`src/sv/mbp_pkg.sv`:
```
// ----------------------------------------------------------------------------
// mbp_pkg
// Shared types and constants of the MSB-first bit packer.
// ----------------------------------------------------------------------------
package mbp_pkg;

   localparam int WORD_BITS  = 32;
   localparam int POS_W      = 5;    // bit position inside a word
   localparam int COUNT_W    = 10;   // bit_count field
   localparam int TOTAL_W    = 17;   // bits_written / max_bits
   localparam int IDX_W      = 11;   // word_index field
   localparam int WORDS_W    = 6;    // words one skip can complete (up to 32)
   localparam int SHIFT_W    = 7;    // shift over the two-word window

   localparam logic [TOTAL_W-1:0] LIMIT_RESET = 17'd65536;

   typedef enum logic [1:0] {
      CMD_WRITE = 2'd0,
      CMD_SKIP  = 2'd1,
      CMD_RESET = 2'd2,
      CMD_FLUSH = 2'd3
   } cmd_type;

endpackage

```
`src/sv/msb_first_bit_packer.sv`:
```
// ----------------------------------------------------------------------------
// msb_first_bit_packer
// Appends values of 1 to 32 bits, or runs of zero bits, MSB first into
// 32-bit words and returns every completed or flushed word with its buffer index.
// ----------------------------------------------------------------------------
// A transaction is registered, executed in ST_EXEC, and its result presented from
//   the output register. A new one is taken only in ST_IDLE with the output free;
//   a multi-word skip stays in ST_EMIT, one extra word per cycle while not stalled.
// The sequencer holds one transaction at a time around a single shift/merge unit.
// Reset (synchronous): empty buffer, max_bits = 65536, no result pending.
// ----------------------------------------------------------------------------
module msb_first_bit_packer #(
   parameter int CAPACITY_BITS = 65536
) (
   input  logic                          clock,
   input  logic                          reset,
   input  logic                          csr_write_en,
   input  logic [mbp_pkg::TOTAL_W-1:0]   csr_write_data,
   input  logic                          req_valid,
   output logic                          req_stall,
   input  logic [1:0]                    req_cmd,
   input  logic [mbp_pkg::WORD_BITS-1:0] req_value,
   input  logic [mbp_pkg::COUNT_W-1:0]   req_bit_count,
   output logic                          rsp_valid,
   input  logic                          rsp_stall,
   output logic                          rsp_status,
   output logic                          rsp_word_valid,
   output logic [mbp_pkg::WORD_BITS-1:0] rsp_word,
   output logic [mbp_pkg::IDX_W-1:0]     rsp_word_index,
   output logic [mbp_pkg::TOTAL_W-1:0]   rsp_bits_written,
   output logic                          rsp_last
);
   import mbp_pkg::*;

   localparam int CAP_W = 21;
   localparam logic [CAP_W-1:0] CAP_LIMIT = CAP_W'(CAPACITY_BITS);

   typedef enum logic [1:0] {
      ST_IDLE,
      ST_EXEC,
      ST_EMIT
   } state_type;

   state_type            state_ff, state_in;
   logic [TOTAL_W-1:0]   max_bits_ff, max_bits_in;
   logic [WORD_BITS-1:0] partial_ff, partial_in;
   logic [TOTAL_W-1:0]   total_ff, total_in;
   logic [WORDS_W-1:0]   remain_ff, remain_in;
   logic [IDX_W-1:0]     idx_ff, idx_in;

   cmd_type              cmd_ff, cmd_in;
   logic [WORD_BITS-1:0] value_ff, value_in;
   logic [COUNT_W-1:0]   count_ff, count_in;

   logic                 out_valid_ff, out_valid_in;
   logic                 out_status_ff, out_status_in;
   logic                 out_wvalid_ff, out_wvalid_in;
   logic [WORD_BITS-1:0] out_word_ff, out_word_in;
   logic [IDX_W-1:0]     out_index_ff, out_index_in;
   logic [TOTAL_W-1:0]   out_bits_ff, out_bits_in;
   logic                 out_last_ff, out_last_in;

   logic                 out_free;
   logic                 accept;
   logic [TOTAL_W-1:0]   limit;
   logic [TOTAL_W:0]     sum_bits;
   logic                 over;
   logic                 bad_count;
   logic [POS_W-1:0]     pos;
   logic [IDX_W-1:0]     widx;
   logic [COUNT_W:0]     skip_fill;
   logic [WORDS_W-1:0]   skip_words;
   logic [WORD_BITS-1:0] pk_word;
   logic [WORD_BITS-1:0] pk_partial;
   logic                 pk_complete;

   mbp_pack u_pack (
      .partial_word (partial_ff),
      .pos          (pos),
      .value        (value_ff),
      .count        (count_ff[WORDS_W-1:0]),
      .word         (pk_word),
      .next_partial (pk_partial),
      .complete     (pk_complete)
   );

   assign out_free  = !out_valid_ff || !rsp_stall;
   assign req_stall = !((state_ff == ST_IDLE) && out_free);
   assign accept    = req_valid && !req_stall;

   // clamp the limit to the buffer capacity
   assign limit = ({{(CAP_W-TOTAL_W){1'b0}}, max_bits_ff} > CAP_LIMIT)
                  ? CAP_LIMIT[TOTAL_W-1:0] : max_bits_ff;

   assign pos        = total_ff[POS_W-1:0];
   assign widx       = total_ff[POS_W+IDX_W-1:POS_W];
   assign sum_bits   = {1'b0, total_ff} + (TOTAL_W+1)'(count_ff);
   assign over       = sum_bits >= {1'b0, limit};
   assign bad_count  = (count_ff == '0) || (count_ff > COUNT_W'(WORD_BITS));
   assign skip_fill  = (COUNT_W+1)'(pos) + (COUNT_W+1)'(count_ff);
   assign skip_words = skip_fill[COUNT_W:POS_W];

   always_comb begin
      state_in      = state_ff;
      max_bits_in   = csr_write_en ? csr_write_data : max_bits_ff;
      partial_in    = partial_ff;
      total_in      = total_ff;
      remain_in     = remain_ff;
      idx_in        = idx_ff;
      cmd_in        = cmd_ff;
      value_in      = value_ff;
      count_in      = count_ff;
      out_valid_in  = out_valid_ff && rsp_stall;
      out_status_in = out_status_ff;
      out_wvalid_in = out_wvalid_ff;
      out_word_in   = out_word_ff;
      out_index_in  = out_index_ff;
      out_bits_in   = out_bits_ff;
      out_last_in   = out_last_ff;

      case (state_ff)
         ST_IDLE: begin
            if (accept) begin
               cmd_in   = cmd_type'(req_cmd);
               value_in = req_value;
               count_in = req_bit_count;
               state_in = ST_EXEC;
            end
         end
         ST_EXEC: begin
            // output register is free here: it was free or draining at accept
            out_valid_in  = 1'b1;
            out_status_in = 1'b0;
            out_wvalid_in = 1'b0;
            out_word_in   = '0;
            out_index_in  = '0;
            out_last_in   = 1'b1;
            state_in      = ST_IDLE;
            case (cmd_ff)
               CMD_WRITE: begin
                  if (bad_count || over) begin
                     out_status_in = 1'b1;
                  end else begin
                     total_in   = sum_bits[TOTAL_W-1:0];
                     partial_in = pk_partial;
                     if (pk_complete) begin
                        out_wvalid_in = 1'b1;
                        out_word_in   = pk_word;
                        out_index_in  = widx;
                     end
                  end
               end
               CMD_SKIP: begin
                  if (over) begin
                     out_status_in = 1'b1;
                  end else begin
                     total_in = sum_bits[TOTAL_W-1:0];
                     if (skip_words != '0) begin
                        // first word carries the partial bits, the rest are zero
                        out_wvalid_in = 1'b1;
                        out_word_in   = partial_ff;
                        out_index_in  = widx;
                        out_last_in   = (skip_words == WORDS_W'(1));
                        partial_in    = '0;
                        remain_in     = skip_words - WORDS_W'(1);
                        idx_in        = widx + IDX_W'(1);
                        if (skip_words != WORDS_W'(1)) begin
                           state_in = ST_EMIT;
                        end
                     end
                  end
               end
               CMD_RESET: begin
                  total_in   = '0;
                  partial_in = '0;
               end
               CMD_FLUSH: begin
                  if (pos != '0) begin
                     out_wvalid_in = 1'b1;
                     out_word_in   = partial_ff;
                     out_index_in  = widx;
                  end
               end
               default: begin
                  out_status_in = 1'b0;
               end
            endcase
            out_bits_in = total_in;
         end
         ST_EMIT: begin
            if (out_free) begin
               out_valid_in  = 1'b1;
               out_status_in = 1'b0;
               out_wvalid_in = 1'b1;
               out_word_in   = '0;
               out_index_in  = idx_ff;
               out_bits_in   = total_ff;
               out_last_in   = (remain_ff == WORDS_W'(1));
               remain_in     = remain_ff - WORDS_W'(1);
               idx_in        = idx_ff + IDX_W'(1);
               if (remain_ff == WORDS_W'(1)) begin
                  state_in = ST_IDLE;
               end
            end
         end
         default: begin
            state_in = ST_IDLE;
         end
      endcase
   end

   always_ff @(posedge clock) begin
      cmd_ff        <= cmd_in;
      value_ff      <= value_in;
      count_ff      <= count_in;
      remain_ff     <= remain_in;
      idx_ff        <= idx_in;
      out_status_ff <= out_status_in;
      out_wvalid_ff <= out_wvalid_in;
      out_word_ff   <= out_word_in;
      out_index_ff  <= out_index_in;
      out_bits_ff   <= out_bits_in;
      out_last_ff   <= out_last_in;
      if (reset) begin
         state_ff     <= ST_IDLE;
         max_bits_ff  <= LIMIT_RESET;
         partial_ff   <= '0;
         total_ff     <= '0;
         out_valid_ff <= 1'b0;
      end else begin
         state_ff     <= state_in;
         max_bits_ff  <= max_bits_in;
         partial_ff   <= partial_in;
         total_ff     <= total_in;
         out_valid_ff <= out_valid_in;
      end
   end

   assign rsp_valid        = out_valid_ff;
   assign rsp_status       = out_status_ff;
   assign rsp_word_valid   = out_wvalid_ff;
   assign rsp_word         = out_word_ff;
   assign rsp_word_index   = out_index_ff;
   assign rsp_bits_written = out_bits_ff;
   assign rsp_last         = out_last_ff;

endmodule

```
`src/sv/mbp_pack.sv`:
```
// ----------------------------------------------------------------------------
// mbp_pack
// Shift and merge unit: places a masked value into a two-word window
// behind the bits already held in the partial word.
// ----------------------------------------------------------------------------
module mbp_pack (
   input  logic [mbp_pkg::WORD_BITS-1:0] partial_word,
   input  logic [mbp_pkg::POS_W-1:0]     pos,
   input  logic [mbp_pkg::WORD_BITS-1:0] value,
   input  logic [mbp_pkg::WORDS_W-1:0]   count,
   output logic [mbp_pkg::WORD_BITS-1:0] word,
   output logic [mbp_pkg::WORD_BITS-1:0] next_partial,
   output logic                          complete
);
   import mbp_pkg::*;

   logic [WORD_BITS-1:0]   masked;
   logic [SHIFT_W-1:0]     fill;
   logic [SHIFT_W-1:0]     shamt;
   logic [2*WORD_BITS-1:0] placed;
   logic [2*WORD_BITS-1:0] merged;

   // a count of a full word shifts the mask out entirely
   assign masked = value & ~({WORD_BITS{1'b1}} << count);
   assign fill   = SHIFT_W'(pos) + SHIFT_W'(count);
   assign shamt  = SHIFT_W'(2 * WORD_BITS) - fill;
   assign placed = {{WORD_BITS{1'b0}}, masked} << shamt;
   assign merged = {partial_word, {WORD_BITS{1'b0}}} | placed;

   assign complete     = fill >= SHIFT_W'(WORD_BITS);
   assign word         = merged[2*WORD_BITS-1:WORD_BITS];
   assign next_partial = complete ? merged[WORD_BITS-1:0]
                                  : merged[2*WORD_BITS-1:WORD_BITS];

endmodule

```
`config.mk`:
```
export PLATFORM = sky130hd
export DESIGN_NAME = msb_first_bit_packer
export DESIGN_NICKNAME = d
export VERILOG_FILES = /design/src/sv/mbp_pkg.sv /design/src/sv/msb_first_bit_packer.sv /design/src/sv/mbp_pack.sv
export SDC_FILE = /design/constraint.sdc
export NUM_CORES = 1
export LEC_CHECK = 0
export BUFFER_PORTS_ARGS = -buffer_cell sky130_fd_sc_hd__buf_2
export CAP_MARGIN = 30
export CORE_MARGIN = 4
export CORE_UTILIZATION = 40
export CTS_BUF_LIST = sky130_fd_sc_hd__clkbuf_8
export DETAILED_ROUTE_END_ITERATION = 10
export SLEW_MARGIN = 5
export SYNTH_ARGS = -nofsm -noshare
export SYNTH_HDL_FRONTEND = slang
export SYNTH_SLANG_ARGS = --single-unit
```
`constraint.sdc`:
```
create_clock -name clock -period 7.08 [get_ports clock]
set_input_delay 1.062 -clock clock [delete_from_list [all_inputs] [get_ports clock]]
set_output_delay 1.062 -clock clock [all_outputs]
set_load 0.005 [all_outputs]
```
==> results.md, run 1 <==
- From synthesis to final layout, the design area changed by 11.0%.
- After detailed routing, the average wire length per cell comes to 21.3 um.
- 0 antenna diodes ended up in the layout.
- The flip-flop and latch count after synthesis is 193.
- The count of endpoints failing hold in the final timing report was 0.
- The number of nets in the synthesized netlist is 1,514.
- The row count is 65.
- The detailed router finished its first iteration with 1,306 violations.
- The sort of element at the start of the critical path is a flop.
- The peak fanout along the critical path is 21.
- The number of global-route vias before repair is 11,100.
- The first global-routing pass estimated 65,000 um of wire.
- For this run, the top clock speed supported by timing is 170 MHz.
- After synthesis, the most frequently instantiated cells are nand2_1 (135), nor2_1 (126), edfxtp_1 (124), a21oi_1 (84), o21ai_0 (74).
- The finished cells cover 14,500 um^2.
- After detailed routing, the number of remaining DRC violations is 0.
- The run finished with clean final reports.
- The minimum clock period is 5.87 ns.
- The number of antenna violations at the first check in global routing was 1.
- The width of the die is 188 um.
- Using the TritonRoute via totals, the vias-per-cell ratio works out to 6.12.
- Total power for the finished layout comes to 3.31 mW.
- The class of the most critical hold timing path is flop to flop.
- The area share of xor/xnor cells in the synthesized design is 3.60%.
- Of the available clock period, the critical path in the final layout requires 82.9%.
- The count of antenna-violating nets left after detailed routing is 0.
- Counting cells, the worst reg-to-reg path comes to 20.
- The source-to-sink clock delay at the later pin of the worst-skew pair is 0.53 ns.
- The number of different library cells in the post-synthesis netlist is 101.
- Post-CTS timing repair inserted 0 buffers for setup.
- Across all setup checks in the final design, the least slack found is 1.21 ns.
- The type of the worst setup path is flop to flop.
- Of the total synthesized cell area, the portion taken by full adders, half adders and majority gates is 4.19%.
- The fraction of final layout cells sized beyond drive strength 1 is 16.5%.
- The cell sitting at the root of the clock tree is a clkbuf_8.
- The data required time at the worst endpoint is 7.53 ns.
- The number of buffers inserted for hold repair after clock tree synthesis is 0.
- After detailed placement, the design holds a cell count of 1,897.
- By area, the combinational part of the netlist is dominated by compound AO/OA/AOI/OAI gates.
- The initial utilization of the core area, before any placement, comes to 40.9%.
- The longest clock path from root to sink contains 2 buffers.
- The total wirelength of the detailed-routed design is 41,100 um.
- Across all hold checks on the routed design, the worst slack comes to 0.449 ns.
- The proportion of netlist area held by the largest area contributor is 28.6%.
- The worst register-to-register path ends at partial_ff[23].
- Setup repair after global routing left no endpoint under its margin.
- The slowest stage cell on the critical path is o41ai_1.
- The finished layout holds 1,930 standard cells, fillers aside.
- The worst hold endpoint is partial_ff[8].
- After Yosys synthesis, and, or, nand and nor cells account for 16.0% of the synthesized area.
- The quantity of I/O buffers inserted on ports is 130.
- The most common flop cell mapped by yosys is edfxtp_1.
- Detailed placement finished with a half-perimeter wire length of 30,400 um.
- The synthesized cell area is 13,000 um^2.
- In this run, synthesis inferred 124 flip-flops with an integrated enable.
- On the final layout, the worst clock skew is 0.0252 ns.
- After synthesis, the share of flip-flops with an asynchronous set or reset is 0%.
- The max-slew violation total from the final report is 0.
- Cells fill 45.4% of the core in the end.
- The synthesized design spends more area on one cell type than any other, namely edfxtp_1.
- Among all cell types in the netlist, the one instantiated most often is nand2_1.
- The H-tree depth is 4.
- The worst setup path is captured at a flop.
- The static leakage is 5.51 nW.
- The worst-case IR drop observed on VDD is 0.138 mV.
- The count of mapped cells out of synthesis is 1,405.
- The signal on the critical path passes through ha_2, fa_1, a211oi_1, o21ai_0, a21oi_1, o21ai_0, a31oi_1, nor2_1, xor2_1, ha_1, nand4_1, o41ai_1, nor3_1, a211o_1, nand4_1, a311oi_4, buf_4, a21oi_1, o21ai_0, a21oi_1.
- For this block, the via count after detailed routing is 11,800.
- After clock tree synthesis, the repair step resized 0 gates.
- Of the post-synthesis cell area, the part taken by muxes is 7.39%.
- The data arrival time of the worst path is 6.32 ns.
- The setup slack of the most critical reg-to-reg path is 1.21 ns.
- The region available for standard cell placement spans 31,800 um^2.
- The count of endpoints failing setup in the final report is 0.
- For the pin with the worst max-slew slack, the measured transition is 0.920 ns.
- The setup slack after placement is 1.34 ns.
- Along the worst hold path, the cell count comes to 2.
- The total power divided by cell area is 229 nW/um^2.
- The worst register-to-register path begins at count_ff[0].
- The maximum number of pins on one net before global-route repair is 66.
- Summed over all failing endpoints, the final setup total negative slack is 0 ns.
- Summing all placed instances gives a cell area of 14,000 um^2.
- During synthesis, Yosys emitted a total of 0 warnings.
- The die footprint is 35,500 um^2.
- From bottom edge to top edge, the die measures 188 um.
- The final layout contains 1,591 nets.
- A synthesized cell averages 9.26 um^2.
- The number of search-and-repair iterations in the first detailed-routing pass is 6.
- The total routing resource utilization after global routing is 22.9%.
- At the end of routability-driven placement, the weighted congestion stood at 1.01.
- Sequential cells were found to cover 39.2% of the synthesized design area.
- The number of sinks driven by the clock tree is 193.
- TritonCTS built the clock tree.
- Clock-pin slew was measured on the worst setup and hold paths at 0.10 ns.
- The synthesized-area fraction occupied by ao, oa, aoi and oai cells is 24.7%.
- Max-cap violations in this run came to 0.
- On the worst path, the slowest cell contributes a delay of 0.53 ns.
- By area the synthesized netlist is led by edfxtp_1 (29%), dfxtp_1 (11%), mux2i_1 (5.2%), ha_1 (4.0%), nand2_1 (3.9%).
- Headroom to the max-slew limit came out at 37.1%.
- The startpoint identified for the worst hold timing path is partial_ff[8].
- The number of CTS-inserted buffers is 17.
- The remaining global-route overflow is 0.
- 131 I/O pins were placed.
worst max-delay path, delay by kind of cell (launching register included):
kind            cells  cell delay, ns
compound gates     11            3.19
fa+ha+maj           3            1.01
simple gates        4            0.71
buf+inv             1            0.28
xor+xnor            1            0.19
flops               1            0.41
placed cells by master (no fill, tap or decap), types with 27 or more instances in the layout:
master    Yosys  routed
ha_1         42      40
buf_2        37     131
a21oi_1      84      84
nand3_1      39      39
dfxtp_1      69      69
nand2_1     135     135
mux2i_1      68      68
nor2_1      126     126
buf_4         4      27
nor3_1       38      38
edfxtp_1    124     124
inv_1        42      43
a22o_1       29      29
o21ai_0      74      74
kinds of logic after synthesis:
kind of cell               after synthesis
AOI/OAI and AO/OA                      451
DFF                                    193
and+or+nand+nor                        444
buffers and inverters                  147
adders and majority gates               43
xor gates and xnor gates                43
muxes                                   84
cell type report:
type                            instances  area, um^2
Timing Repair Buffer                  160         906
Tap cell                              435         544
Fill cell                            3075       17300
Clock buffer                           17         234
Clock inverter                         15         174
Multi-Input combinational cell       1065        7320
Inverter                               45         169
Sequential cell                       193        5100
registers in the layout, indices dropped and copies added, names as in the netlist:
| register | cells |
|---|---|
| rsp_bits_written | 17 |
| value_ff | 32 |
| remain_ff | 6 |
| rsp_valid | 1 |
| cmd_ff | 2 |
| rsp_word_valid | 1 |
| rsp_status | 1 |
| max_bits_ff | 17 |
| count_ff | 10 |
| state_ff | 2 |
| rsp_word | 32 |
| rsp_last | 1 |
| partial_ff | 32 |
| total_ff | 17 |
| rsp_word_index | 11 |
| idx_ff | 11 |
metal layers:
layer,GRT usage (%),routed length [um],vias up,part of all wire [%]
met4,5.63,696,0,1.7
met2,33.2,17500,520,43
met5,0,0,-,0
li1,-,-,5525,-
met3,5.24,3600,49,8.8
met1,34.6,19300,5715,47
power breakdown:
part	total [mW]	switching (mW)	internal, mW
registers	1.32	0.0434	1.28
logic	1.22	0.801	0.414
clock network	0.770	0.446	0.324
how the worst max path moves through the flow:
stage | start | end | slack [ns] | depth (start not counted)
after global placement | count_ff[0] | partial_ff[26] | 1.51 | 19
after detailed placement | count_ff[0] | partial_ff[23] | 1.34 | 20
after floorplan | state_ff[0] | rsp_bits_written[0] | 2.01 | 7
after global routing | count_ff[0] | partial_ff[23] | 0.61 | 20
after CTS | count_ff[0] | partial_ff[23] | 1.23 | 20
final | count_ff[0] | partial_ff[23] | 1.21 | 20
Note: power is estimated with default switching activity, not from simulation.
==> inputs of run 2 (changes only) <==
- ABC_AREA: default -> 1
- clock period: 7.08 -> 5.1 ns (I/O delays scaled with it)
==> run 2 against run 1 <==
Against the previous run:
- total power grew to 3.3 times the previous value
- final cell count is 22% higher
- worst setup slack got worse by 0.77 ns
- clock-buffer cell count up 1
- fmax up 26%
- clock power up 39%
- critical path type unchanged
==> results.md, run 2 <==
- Once detail routing completed, the nets flagged for antenna violations numbered 0.
- The number of sinks driven by the clock tree is 193.
- Timing would allow up to 215 MHz.
- The synthesized design contains 124 enable-type register cells.
- The global-route track usage on met1 is 36.6%.
- Once detailed placement completed, the half-perimeter wirelength came to 31,400 um.
- In the layout the commonest cells are nand3_1 (446), nand2_1 (358), nor2_1 (164).
- The floorplan step set the die width to 189 um.
- The sequential standard cell area is 5100 um^2.
- The number of nets at the end of the flow is 1,999.
- The average routed wire per standard cell is 17.9 um.
- The count of buffers added on input and output ports is 130.
- Dividing the detail-routed via count by the number of cells gives 5.46.
- The synthesized-area fraction occupied by ao, oa, aoi and oai cells is 9.91%.
- Setup repair after global routing left no endpoint under its margin.
- Max-cap violations in this run came to 0.
- The type of the worst setup path is flop to flop.
- The total power divided by cell area is 763 nW/um^2.
- Of the total synthesized cell area, the portion taken by XOR and XNOR cells is 1.66%.
- Relative to the synthesized area, the layout overhead comes to 10.2%.
- After global routing, the most crowded layer is met1.
- The setup slack of the most critical reg-to-reg path is 0.44 ns.
- The H-tree depth is 4.
- The number of antenna violations at the first check in global routing is 0.
- The post-synthesis cell type with the largest combined area is edfxtp_1.
- The basic-gate share of the synthesized area counting and, or, nand and nor cells is 37.3%.
- Global routing consumed, on the met2 layer, 32.9% of the routing resources.
- The remaining global-route overflow is 0.
- The total area inside the core boundary comes to 32,500 um^2.
- Cell internal power was estimated by the tool at 4.79 mW.
- The longest clock path from root to sink contains 2 buffers.
- The total routing resource utilization after global routing is 23.1%.
- The register share of total power is 21.4%.
- The static leakage is 6.16 nW.
- Counting the buffers created by CTS gives 17.
- Once routing completed, OpenROAD measured the worst setup slack at 0.442 ns.
- After synthesis, the share of flip-flops with an asynchronous set or reset is 0%.
- Entering global routing, the biggest net connects 63 pins.
- Data on the critical path is required at its endpoint by 5.32 ns.
- The proportion of synthesized chip area in sequential cells is 38.8%.
- The routed design could run at a clock period as short as 4.66 ns.
- The max-slew violation total from the final report is 0.
- Before CTS, the worst setup slack after placement is 0.275 ns.
- The number of placed cells counting well taps is 2,312.
- In this run the count of I/O pins placed on the die edge is 131.
- The count of routing violations after the opening detailed-route iteration is 1,572.
- The remaining max-slew budget at the tightest pin is 38.8%.
- The number of global-route vias before repair is 11,500.
- Synthesis inferred 193 register bits.
- After synthesis, the netlist uses 47 different library cells.
- The met3 routing resource usage after global routing is 4.09%.
- The clock tree from TritonCTS is yes.
- In this run the worst path has a maximum fanout of 20.
- Summing over every cut layer, the via total after detailed routing is 12,800.
- The final critical path takes up 91.3% of the cycle.
- For the final database, setup skew stands at 0.0346 ns.
- The clock-pin slew on the worst setup and hold paths is 0.13 ns.
- The worst hold path belongs to the class primary input to flop.
- Summing internal, switching and leakage power gives 11.1 mW.
- The endpoint class of the critical path is a flop.
- The worst-case vdd ir drop is 0.520 mV.
- Setup total negative slack on the finished layout was measured at 0 ns.
- The row count is 66.
- The cell count after synthesis came out at 1,818.
- The routed design has 41,900 um of wire.
- The synthesized design devotes to its leading area cell type 28.3% of total area.
- The clock network burns 9.7% of the power.
- Synthesis produced a netlist with a net count of 1,927.
- The first global-routing pass estimated 65,800 um of wire.
- The total of warnings raised by yosys is 0.
- The largest family of logic cells by synthesized area is simple AND/OR/NAND/NOR gates.
- Setup violations remaining at the end of the flow were counted as 0.
- The placer congestion estimate is 0.940.
- Fill cells in the final layout number 3,406.
- The count of endpoints failing hold in the final timing report is 0.
- Yosys instantiated no cell more often than nand3_1.
- STA puts the critical path data arrival time at 4.88 ns.
- The transition time of the tightest slew-check pin is 0.918 ns.
- In the post-synthesis netlist, the biggest area contributors are edfxtp_1 (28%), nand3_1 (17%), dfxtp_1 (11%), nand2_1 (10%), nor2_1 (4.7%).
- The non-filler instance count after layout is 2,346.
- The sort of element at the start of the critical path is a flop.
- Final hold analysis gives a worst-case slack of 0.397 ns.
- The arithmetic-cell share of the synthesized area counting full adders, half adders and majority gates is 4.15%.
- The die extent in y is 189 um.
- The most common library cell in the layout ignoring fill and taps is nand3_1.
- In the routed design, unresolved DRC markers number 0.
- The starting density of the core is 40.5%.
- The synthesized cell area is 13,100 um^2.
- The proportion of power drawn by combinational gates is 68.9%.
- The post-route netlist has 13.0% of its cells at a drive strength greater than 1.
- The switching portion of total power is 56.6%.
- By count the netlist is led by nand3_1 (446), nand2_1 (358), nor2_1 (165), inv_1 (136), edfxtp_1 (124).
- The share of cell area taken by muxes after synthesis is 0%.
- For this design the total switching power over the nets is 6.26 mW.
- The flow ran to the end, and the final reports show no timing, DRC or antenna violations.
- The first TritonRoute pass finished after 6 iterations.
- The multi-input combinational cells in the finished layout cover a total of 6980 um^2.
- CTS placed an instance of clkbuf_8 at the clock tree root.
- Each instance of the synthesized netlist takes up on average 7.23 um^2.
- The most common flop cell mapped by yosys is edfxtp_1.
- The source-to-sink clock delay at the later pin of the worst-skew pair is 0.53 ns.
- The die footprint is 35,800 um^2.
==> run 2: changes by cell type after synthesis, sizes merged, moves of 35 or more <==
cell and delta:
nand2 +233, inv +110, nand3 +410, mux2i -68, a21oi +35, nor2 +45
==> run 2: metal layers <==
metal	wire [um]	vias to the layer above
li1	-	6358
met1	20900	5946
met2	17600	471
met3	3020	24
met4	429	0
met5	0	-
==> run 2: final timing paths <==
path,start,endpoint,cells past startpoint
setup / recovery,count_ff[0],rsp_word[11],24
hold / removal,req_value[18],value_ff[18],1
setup reg to reg,count_ff[0],rsp_word[11],24
hold reg to reg,partial_ff[7],partial_ff[7],2
==> run 2: logic make-up after synthesis <==
family	Yosys count
xor gates and xnor gates	24
buffers and inverters	257
and+or+nand+nor	1061
DFF	193
AOI/OAI and AO/OA	240
adders and majority gates	43
==> run 2: cell type report <==
| type | instances | area share [%] |
|---|---|---|
| multi-input combinational | 1368 | 48.2 |
| sequential | 193 | 35.2 |
| timing repair buffer | 153 | 5.86 |
| inverter | 157 | 4.07 |
| tap | 442 | 3.82 |
| clock buffer | 18 | 1.71 |
| clock inverter | 14 | 1.07 |
| antenna | 1 | 0.0173 |
==> run 2: power by group through the flow <==
stage	registers, mW	logic (mW)	clock network (mW)
6_report	2.36	7.62	1.07
5_1_grt	2.41	8.38	1.17
4_1_cts	2.37	7.44	1.10
3_5_place_dp	2.40	7.40	0
3_3_place_gp	2.40	7.40	0
2_1_floorplan	2.37	5.33	0
==> run 2: what timing repair did <==
action / 4_1_cts / 5_1_grt
endpoints found under the setup margin: 0 / 20
hold buffers: 0 / 0
setup buffers: 0 / 1
gates resized for setup: 0 / 0
==> run 2: worst max-delay path, stage by stage, from the launching register on <==
cell and delay (ns):
edfxtp_1 0.49, ha_1 0.27, fa_1 0.42, nand3_1 0.14, nand3_2 0.10, nand2_1 0.12
nand2_1 0.12, a21oi_1 0.26, o21ai_0 0.18, xor2_1 0.20, ha_1 0.30, nand2_1 0.06
nor2_1 0.17, nand3_1 0.09, nand3_1 0.09, nand2_1 0.05, nand2_1 0.05, nand2_1 0.05
nand2_1 0.16, a21boi_2 0.11, nand2_1 0.13, nand2_2 0.20, o21ai_4 0.28, buf_12 0.21
nor3_1 0.09
==> run 2: per-stage QoR <==
step,utilization [%],cell area (um^2)
2_1_floorplan,-,13100
3_3_place_gp,43.3,14100
3_5_place_dp,43.3,14100
4_1_cts,44.6,14500
5_1_grt,44.6,14500
6_report,44.6,14500
